==> config.mk <==
export PLATFORM = sky130hd
export DESIGN_NAME = axis_ethernet_header_strip_top
export DESIGN_NICKNAME = d
export VERILOG_FILES = /design/src/rtl/aehs_pkg.sv /design/src/rtl/axis_ethernet_header_strip_top.sv /design/src/rtl/aehs_front.sv /design/src/rtl/aehs_queue.sv /design/src/rtl/aehs_back.sv
export SDC_FILE = /design/constraint.sdc
export NUM_CORES = 2
export LEC_CHECK = 0
export ABC_AREA = 1
export BUFFER_PORTS_ARGS = -buffer_cell sky130_fd_sc_hd__buf_2
export CELL_PAD_IN_SITES_DETAIL_PLACEMENT = 0
export CELL_PAD_IN_SITES_GLOBAL_PLACEMENT = 1
export CORE_MARGIN = 2
export CORE_UTILIZATION = 30
export DETAILED_ROUTE_END_ITERATION = 16
export PLACE_DENSITY_LB_ADDON = 0.1
export SYNTH_ARGS = -nofsm -noshare
export SYNTH_HDL_FRONTEND = slang
export SYNTH_SLANG_ARGS = --single-unit
==> constraint.sdc <==
create_clock -name clk -period 122.3 [get_ports clk]
set_input_delay 6.115 -clock clk [delete_from_list [all_inputs] [get_ports clk]]
set_output_delay 6.115 -clock clk [all_outputs]
set_load 0.1 [all_outputs]
==> src/rtl/aehs_pkg.sv <==
// Shared types and constants for the Ethernet header strip block.
// Used by the front, queue, back and top-level modules; no dependencies.
package aehs_pkg;

	localparam int unsigned BEAT_BITS  = 512;
	localparam int unsigned KEEP_BITS  = BEAT_BITS / 8;
	localparam int unsigned WORD_BITS  = 64;
	localparam int unsigned HDR_BYTES  = 14;
	localparam int unsigned HDR_BITS   = HDR_BYTES * 8;
	localparam int unsigned REST_BYTES = KEEP_BITS - HDR_BYTES;
	localparam int unsigned REST_BITS  = REST_BYTES * 8;

	// What the back end does with one queued beat
	typedef enum logic [1:0] {
		OP_TAIL_ONLY  = 2'd0,  // single-beat packet: bytes 14..63, last
		OP_MERGE      = 2'd1,  // held 14..63 joined with new 0..13
		OP_MERGE_LAST = 2'd2,  // merge, last, nothing left over
		OP_MERGE_TAIL = 2'd3   // merge, then a trailing beat with new 14..63
	} op_t;

	typedef struct packed {
		op_t                   op;
		logic [BEAT_BITS-1:0]  held_data;
		logic [KEEP_BITS-1:0]  held_keep;
		logic [BEAT_BITS-1:0]  cur_data;
		logic [KEEP_BITS-1:0]  cur_keep;
	} q_entry_t;

endpackage

==> src/rtl/axis_ethernet_header_strip_top.sv <==
// Top level of the Ethernet header strip block.
// Instantiates aehs_front, aehs_queue and aehs_back; depends on aehs_pkg.
//
// Strips the 14-byte Ethernet header from each packet on a 512-bit stream
// and realigns the payload so it starts in byte lane 0.
// Input side is a queue write port: a beat is taken on a clock edge with push
// high and full low. Output side is a queue read port: the oldest result
// beat is shown while empty is low and is taken on an edge with pop high.
// The opening beat of a multi-beat packet produces no output; each later
// beat produces one. A final beat of a multi-beat packet with keep bit 14
// set produces an extra trailing beat from the same queue entry.
// Throughput: one beat per cycle while pop stays high, set by the single
// output register of the back end; each trailing beat takes an extra load.
// A result is written to the queue on the edge that takes the beat that
// completes it, then loaded into the output register when it is free or popped.
// When pop stays low the output register holds; the queue between front and
// back absorbs up to DEPTH more queued beats before full rises (an opening
// beat is only held in the front and takes no queue slot).
// Reset empties the queue and output register and marks the next beat as a
// packet start.
module axis_ethernet_header_strip_top import aehs_pkg::*; #(
	parameter int unsigned DEPTH = 2
) (
	input  logic        clk,
	input  logic        arst_n,
	input  logic        push,
	output logic        full,
	input  logic [63:0] in_data_0,
	input  logic [63:0] in_data_1,
	input  logic [63:0] in_data_2,
	input  logic [63:0] in_data_3,
	input  logic [63:0] in_data_4,
	input  logic [63:0] in_data_5,
	input  logic [63:0] in_data_6,
	input  logic [63:0] in_data_7,
	input  logic [63:0] in_keep,
	input  logic        in_last,
	output logic        empty,
	input  logic        pop,
	output logic [63:0] out_data_0,
	output logic [63:0] out_data_1,
	output logic [63:0] out_data_2,
	output logic [63:0] out_data_3,
	output logic [63:0] out_data_4,
	output logic [63:0] out_data_5,
	output logic [63:0] out_data_6,
	output logic [63:0] out_data_7,
	output logic [63:0] out_keep,
	output logic        out_last
);

	logic [BEAT_BITS-1:0] beat_data;
	logic [BEAT_BITS-1:0] res_data;
	q_entry_t             wr_entry;
	q_entry_t             rd_entry;
	logic                 q_push;
	logic                 q_pop;
	logic                 q_full;
	logic                 q_empty;

	assign beat_data = {in_data_7, in_data_6, in_data_5, in_data_4,
		in_data_3, in_data_2, in_data_1, in_data_0};
	assign full = q_full;

	aehs_front u_front (
		.clk       (clk),
		.arst_n    (arst_n),
		.push      (push),
		.q_full    (q_full),
		.beat_data (beat_data),
		.beat_keep (in_keep),
		.beat_last (in_last),
		.q_push    (q_push),
		.q_entry   (wr_entry)
	);

	aehs_queue #(.DEPTH(DEPTH)) u_queue (
		.clk      (clk),
		.arst_n   (arst_n),
		.wr_en    (q_push),
		.wr_entry (wr_entry),
		.rd_en    (q_pop),
		.rd_entry (rd_entry),
		.full     (q_full),
		.empty    (q_empty)
	);

	aehs_back u_back (
		.clk      (clk),
		.arst_n   (arst_n),
		.q_valid  (!q_empty),
		.q_entry  (rd_entry),
		.q_pop    (q_pop),
		.pop      (pop),
		.empty    (empty),
		.res_data (res_data),
		.res_keep (out_keep),
		.res_last (out_last)
	);

	assign out_data_0 = res_data[0*WORD_BITS +: WORD_BITS];
	assign out_data_1 = res_data[1*WORD_BITS +: WORD_BITS];
	assign out_data_2 = res_data[2*WORD_BITS +: WORD_BITS];
	assign out_data_3 = res_data[3*WORD_BITS +: WORD_BITS];
	assign out_data_4 = res_data[4*WORD_BITS +: WORD_BITS];
	assign out_data_5 = res_data[5*WORD_BITS +: WORD_BITS];
	assign out_data_6 = res_data[6*WORD_BITS +: WORD_BITS];
	assign out_data_7 = res_data[7*WORD_BITS +: WORD_BITS];

endmodule

==> src/rtl/aehs_front.sv <==
// Front end: accepts input beats, keeps the held beat and packet-start flag,
// and classifies each beat into a back-end operation. Depends on aehs_pkg.
module aehs_front import aehs_pkg::*; (
	input  logic                 clk,
	input  logic                 arst_n,
	input  logic                 push,
	input  logic                 q_full,
	input  logic [BEAT_BITS-1:0] beat_data,
	input  logic [KEEP_BITS-1:0] beat_keep,
	input  logic                 beat_last,
	output logic                 q_push,
	output q_entry_t             q_entry
);

	logic                 accept;
	logic                 at_start_q;
	logic [BEAT_BITS-1:0] held_data_q;
	logic [KEEP_BITS-1:0] held_keep_q;

	assign accept = push && !q_full;

	// The opening beat of a multi-beat packet only gets held
	assign q_push = accept && !(at_start_q && !beat_last);

	always_comb begin
		q_entry.held_data = held_data_q;
		q_entry.held_keep = held_keep_q;
		q_entry.cur_data  = beat_data;
		q_entry.cur_keep  = beat_keep;
		if (at_start_q) begin
			q_entry.op = OP_TAIL_ONLY;
		end else if (!beat_last) begin
			q_entry.op = OP_MERGE;
		end else if (beat_keep[HDR_BYTES]) begin
			q_entry.op = OP_MERGE_TAIL;
		end else begin
			q_entry.op = OP_MERGE_LAST;
		end
	end

	always_ff @(posedge clk or negedge arst_n) begin
		if (!arst_n) begin
			at_start_q <= 1'b1;
		end else if (accept) begin
			at_start_q <= beat_last;
		end
	end

	always_ff @(posedge clk) begin
		if (accept) begin
			held_data_q <= beat_data;
			held_keep_q <= beat_keep;
		end
	end

endmodule

==> src/rtl/aehs_queue.sv <==
// Short queue of classified beats between the front and back ends.
// Depends on aehs_pkg for the entry type.
module aehs_queue import aehs_pkg::*; #(
	parameter int unsigned DEPTH = 2
) (
	input  logic     clk,
	input  logic     arst_n,
	input  logic     wr_en,
	input  q_entry_t wr_entry,
	input  logic     rd_en,
	output q_entry_t rd_entry,
	output logic     full,
	output logic     empty
);

	localparam int unsigned PTR_W = (DEPTH > 1) ? $clog2(DEPTH) : 1;
	localparam int unsigned CNT_W = $clog2(DEPTH + 1);
	localparam logic [PTR_W-1:0] LAST_PTR = PTR_W'(DEPTH - 1);
	localparam logic [CNT_W-1:0] FULL_CNT = CNT_W'(DEPTH);

	q_entry_t           mem_q [DEPTH];
	logic [PTR_W-1:0]   wr_ptr_q;
	logic [PTR_W-1:0]   rd_ptr_q;
	logic [CNT_W-1:0]   count_q;
	logic               do_wr;
	logic               do_rd;

	assign full     = (count_q == FULL_CNT);
	assign empty    = (count_q == '0);
	assign do_wr    = wr_en && !full;
	assign do_rd    = rd_en && !empty;
	assign rd_entry = mem_q[rd_ptr_q];

	always_ff @(posedge clk or negedge arst_n) begin
		if (!arst_n) begin
			wr_ptr_q <= '0;
			rd_ptr_q <= '0;
			count_q  <= '0;
		end else begin
			if (do_wr) begin
				wr_ptr_q <= (wr_ptr_q == LAST_PTR) ? '0 : wr_ptr_q + 1'b1;
			end
			if (do_rd) begin
				rd_ptr_q <= (rd_ptr_q == LAST_PTR) ? '0 : rd_ptr_q + 1'b1;
			end
			if (do_wr && !do_rd) begin
				count_q <= count_q + 1'b1;
			end else if (do_rd && !do_wr) begin
				count_q <= count_q - 1'b1;
			end
		end
	end

	always_ff @(posedge clk) begin
		if (do_wr) begin
			mem_q[wr_ptr_q] <= wr_entry;
		end
	end

endmodule

==> src/rtl/aehs_back.sv <==
// Back end: carries out queued operations, builds realigned beats and holds
// them in the output register. Depends on aehs_pkg.
module aehs_back import aehs_pkg::*; (
	input  logic                 clk,
	input  logic                 arst_n,
	input  logic                 q_valid,
	input  q_entry_t             q_entry,
	output logic                 q_pop,
	input  logic                 pop,
	output logic                 empty,
	output logic [BEAT_BITS-1:0] res_data,
	output logic [KEEP_BITS-1:0] res_keep,
	output logic                 res_last
);

	logic                 out_valid_q;
	logic                 phase_q;
	logic                 ready;
	logic                 load;
	logic                 emit_tail;
	logic [BEAT_BITS-1:0] nxt_data;
	logic [KEEP_BITS-1:0] nxt_keep;
	logic                 nxt_last;
	logic [BEAT_BITS-1:0] data_q;
	logic [KEEP_BITS-1:0] keep_q;
	logic                 last_q;

	assign ready = !out_valid_q || pop;
	assign load  = q_valid && ready;
	assign emit_tail = (q_entry.op == OP_TAIL_ONLY) || phase_q;

	// Hold the entry for a second beat when a trailing beat follows
	assign q_pop = load && !(q_entry.op == OP_MERGE_TAIL && !phase_q);

	always_comb begin
		if (emit_tail) begin
			nxt_data = {{HDR_BITS{1'b0}}, q_entry.cur_data[BEAT_BITS-1:HDR_BITS]};
			nxt_keep = {{HDR_BYTES{1'b0}}, q_entry.cur_keep[KEEP_BITS-1:HDR_BYTES]};
			nxt_last = 1'b1;
		end else begin
			nxt_data = {q_entry.cur_data[HDR_BITS-1:0],
				q_entry.held_data[BEAT_BITS-1:HDR_BITS]};
			nxt_keep = {q_entry.cur_keep[HDR_BYTES-1:0],
				q_entry.held_keep[KEEP_BITS-1:HDR_BYTES]};
			nxt_last = (q_entry.op == OP_MERGE_LAST);
		end
	end

	always_ff @(posedge clk or negedge arst_n) begin
		if (!arst_n) begin
			out_valid_q <= 1'b0;
			phase_q     <= 1'b0;
		end else begin
			if (load) begin
				out_valid_q <= 1'b1;
				phase_q     <= (q_entry.op == OP_MERGE_TAIL) && !phase_q;
			end else if (pop) begin
				out_valid_q <= 1'b0;
			end
		end
	end

	always_ff @(posedge clk) begin
		if (load) begin
			data_q <= nxt_data;
			keep_q <= nxt_keep;
			last_q <= nxt_last;
		end
	end

	assign empty    = !out_valid_q;
	assign res_data = data_q;
	assign res_keep = keep_q;
	assign res_last = last_q;

endmodule

; ---- After elaboration in Yosys (flattened, before gate mapping)
; Memory sizes are Yosys's and may differ from the RTL's.
; Index checks and enable logic that the tools add are counted.
[word_totals]
memories = 1
mem_bits_rw = 2308
word_cells = 59
register_bits = 1160
out_inout_bits = 579
[op_classes]
n_mux = 13
n_eq_ne = 3
add_sub_neg = 4
reduce_logical = 25
[memory_table]
columns = name, words, width, rd, rd_clocked_by_memory_dff, write_ports, line_no
row1 = u_queue.mem_q, 2, 1154, 1, 0, 1, aehs_queue.sv:21  ; q_entry_t mem_q [DEPTH];
[ops]
columns = op, n
row1 = 400-bit two-way mux, 1
row2 = 50-bit two-way mux, 1
row3 = 1-bit logical AND, 10
row4 = 1-bit logical NOT, 9
row5 = 2-bit two-way mux, 4
row6 = 1-bit two-way mux, 7
row7 = 2-bit == test (second input constant), 3
row8 = 2-bit logical NOT, 2
row9 = 2-bit nonzero test, 2
row10 = 1-bit adder (second input constant), 2
row11 = 2-bit by 1-bit adder with 2-bit output (second input constant), 1
row12 = 1-bit logical OR, 2
row13 = 2-bit by 1-bit subtractor with 2-bit output (second input constant), 1

; ---- Longest topological paths before layout
[logic_depth]
ltp_word = 9
ltp_mapped = 10

; ---- Modules after synthesis
; Synthesis repeated with hierarchy kept, for this count alone.
[unflattened]
cells_unflattened = 9537
area_unflattened_um2 = 129833.3
[modules_own_cells]
columns = module, n_inst, area_per_inst_um2, cells_per_inst, seq_area_each_um2
row1 = aehs_queue, 1, 83801.6, 6058, 69406.6
row2 = aehs_back, 1, 24330.8, 2312, 17376.7
row3 = aehs_front, 1, 21697.1, 1166, 17322.9
row4 = axis_ethernet_header_strip_top, 1, 3.8, 1, 0.0

; ---- Least setup slack after synthesis
; No wires, ideal clock.
[synth_path]
path_type = input -> register
from = input push
to = memory u_queue.mem_q[1][0] (netlist name) (enable)
slack_ns = 48.680
arrival_ns = 71.177
stages = 4
path_buffers = 0
path_cell_list = inv_1 > nor2_1 > o21ai_0 > nor2_1
[synth_between]
elab_chain_len = 5
[synth_rtl]
columns = item, line_no
row1 = start: declaration, axis_ethernet_header_strip_top.sv:26  ; input logic push,
row2 = 1-bit logical AND, aehs_front.sv:20  ; assign accept = push && !q_full;
row3 = 1-bit logical AND, aehs_front.sv:23  ; assign q_push = accept && !(at_start_q && !beat_last);
row4 = 1-bit logical AND, aehs_queue.sv:30  ; assign do_wr = wr_en && !full;
row5 = 1-bit two-way mux, aehs_queue.sv:55  ; if (do_wr) begin
row6 = 1-bit two-way mux (implied by the code), aehs_queue.sv:56  ; mem_q[wr_ptr_q] <= wr_entry;
row7 = end: declaration, aehs_queue.sv:21
; No other way between the ends.

; ---- Worst setup path after layout
[layout_path]
from = input push
to = memory u_queue.mem_q[0][350] (netlist name) (enable)
[layout_between]
elab_chain_len = 5
[layout_rtl]
columns = item, line_no
row1 = 1-bit logical AND, aehs_front.sv:20
row2 = 1-bit logical AND, aehs_front.sv:23
row3 = 1-bit logical AND, aehs_queue.sv:30
row4 = net u_queue.do_wr, aehs_queue.sv:25  ; logic do_wr;
row5 = 1-bit two-way mux, aehs_queue.sv:55
row6 = 1-bit two-way mux (implied by the code), aehs_queue.sv:56
; The timed path passes the listed nets, and every way through them passes these cells.

==> impl_metrics.tcl <==
set metrics [dict create \
    drt_drc_violations_left 0 \
    async_flop_share_pct 0.227 \
    ioPinCount 1160 \
    syn_area_per_cell_um2 15.8 \
    antenna_found_initial 106 \
    synthTopCellsByArea "edfxtp_1, nand2_1, or2_2" \
    crit_slowest_cell "buf_4" \
    synth-seq-area-share_pct 83.7 \
    path_cells "buf_2 -> inv_1 -> nor2_4 -> buf_4 -> o21ai_0 -> inv_1 -> nand2_1 -> inv_8 -> buf_4 -> buf_4 -> buf_4 -> buf_4 -> buf_4" \
    grt-ovfl-total 0 \
    grt_max_degree 180 \
    synth_edf_count 3083 \
    whs_path_depth 0 \
    yosys_register_bits 3090 \
    row_count 223 \
    synth_top_cell_by_area "edfxtp_1" \
    slowest_delay_ps 840 \
    die_area_um2 374000 \
    drive_gt1_share_pct 26.0 \
    vias 58900 \
    portBuffers 1159 \
    cp.arrival_ps 12390 \
    numCtsBuffers 350 \
    synth_top_area_share_pct 83.5 \
    gp_congestion 0.753 \
    setup_viol 0 \
    root_buffer "clkbuf_16" \
    postSynthCellCount 7008 \
    end_kind "register" \
    cts_setup_buffers 0 \
    finalWirelength_um 297000 \
    regArea_um2 92800 \
    dp_hpwl_um 182000 \
    clk_pin_slew_ps 60 \
    syn-cell-area_um2 111000 \
    cts_max_level 5 \
    synth_nets 7590 \
    ant_nets 0 \
    critPathMaxFanout 102 \
    hold_viol_final 0 \
    synth_ff_type "edfxtp_1" \
    worstSetupPathType "primary input to register" \
    cts_hold_buf 0 \
    cp.required_ps 122790 \
    ys_types 26 \
    area_growth_pct 19.3 \
    cts_tree "yes" \
    yosysWarnings 0 \
    period_share_pct 9.73 \
    finalNetCount 8847 \
    grt_usage_pct 15.3 \
    max_clock_freq_mhz 84.0 \
    start_util_pct 30.1 \
    core_area_um2 368000 \
    clock_path_buffers 4 \
    outcome "finished, final reports clean" \
    fillers 35300 \
    cts_sinks 3090 \
    clock_skew_ps 47.3 \
    wire_per_inst_um 22.2 \
    slew_violations 0 \
    tns_ps 0 \
    min_path_type "register to register" \
    start_kind "primary input" \
    drtIter0Drc 3756 \
    worst-r2r-cell-count 13 \
    vias_per_cell 4.40 \
    crit_top_cell "buf_4" \
    min_period_ps 11900 \
    rsz0062_at_grt "no" \
    fp.dieH_um 612 \
    grt_pass1_wl_um 419000 \
    clk_latency_ps 900 \
    grt_pass1_vias 57700 \
    cts-resized-gates 0 \
    drv_cap 0 \
    worstMarginPinSlew_ps 1110 \
    die_w_um 612 \
    first_pass_iters 5 \
    relSlewSlack_pct 26.1 \
    multi_input_area_um2 16100 \
]
[flip-flops by register name, indices dropped and copies added (netlist names)]
name                 cells
u_back.out_valid_q       1
u_back.phase_q           1
u_back.res_data        512
u_back.res_keep         64
u_back.res_last          1
u_front.at_start_q       1
u_front.held_data_q    400
u_front.held_keep_q     50
u_queue.count_q          2
u_queue.mem_q         2056
u_queue.rd_ptr_q         1
u_queue.wr_ptr_q         1
[critical path: cells and delay by family]
family                 cells  cell delay [ps]
AOI/OAI and AO/OA          1              400
and+or+nand+nor            2              250
buffers and inverters     10             5200
[through the flow]
step	area [µm²]	std cells	worst slack [ps]	hold slack (ps)	utilization [%]
6_report	132000	13400	110400	408	35.9
5_1_grt	132000	13400	109880	419	35.9
4_1_cts	132000	13400	110210	410	35.9
3_5_place_dp	122000	12800	109200	429	33.0
3_3_place_gp	122000	12800	109150	422	33.0
2_1_floorplan	111000	7008	48680	421	-
[cell type report]
type	instances	share of cell area, %
Clock inverter	186	1.08
Multi-Input combinational cell	3566	12.2
Tap cell	4837	4.58
Inverter	12	0.0473
Sequential cell	3090	70.1
Timing Repair Buffer	1245	4.94
Antenna cell	18	0.0341
Clock buffer	442	7.00
[synth_stat cells (6+ instances only)]
master / n
edfxtp_1: 3083
nand2_1: 2066
o21ai_0: 452
or2_2: 451
o21ai_1: 390
a21oi_1: 128
clkbuf_1: 101
buf_2: 96
buf_4: 70
o21ai_2: 60
clkbuf_2: 37
buf_6: 33
inv_1: 10
nor2_1: 10
dfrtp_1: 6
[logic make-up (layout without fill, tap and decap cells)]
group / count (synthesis) / in the layout / share of synthesized area (%)
DFF: 3090 / 3090 / 83.7
AOI/OAI and AO/OA: 1030 / 1030 / 4.85
xor gates and xnor gates: 2 / 2 / 0.0158
and+or+nand+nor: 2533 / 2533 / 9.62
other: 0 / 18 / 0
buffers and inverters: 352 / 1885 / 1.81
adders and majority gates: 1 / 1 / 0.0113
[worst paths after layout]
check	from	endpoint	slack, ps
hold reg to reg	u_front.held_data_q[496]	u_queue.mem_q[1][1136]	410
setup / recovery	push	u_queue.mem_q[0][350]	110400
min in group asynchronous	arst_n	u_back.out_valid_q	5080
hold / removal	u_front.held_data_q[496]	u_queue.mem_q[1][1136]	410
max in group asynchronous	arst_n	u_front.at_start_q	116960
setup reg to reg	u_queue.count_q[1]	u_queue.mem_q[0][350]	115100
[placed cells by master (no fill, tap or decap), drive strengths merged, types with 10 or more instances in the layout]
cell type	instances
buf	1245
clkbuf	442
bufinv	15
nor2	10
o21ai	902
or2	451
diode	18
inv	25
a21oi	128
nand2	2070
clkinv	155
edfxtp	3083
[routing by layer]
| layer | vias up | wire, µm | global-route usage (%) | part of all wire, % |
|---|---|---|---|---|
| met5 | - | 268 | 0 | 0.090 |
| met4 | 42 | 6890 | 3.76 | 2.3 |
| met3 | 504 | 15100 | 2.95 | 5.1 |
| met2 | 1317 | 152000 | 27.1 | 51 |
| met1 | 29200 | 123000 | 19.1 | 41 |
| li1 | 27800 | - | - | - |
Power is left out: the tool's default activity adds up to more than one toggle a clock period on the data nets, which glitch-free logic cannot reach.
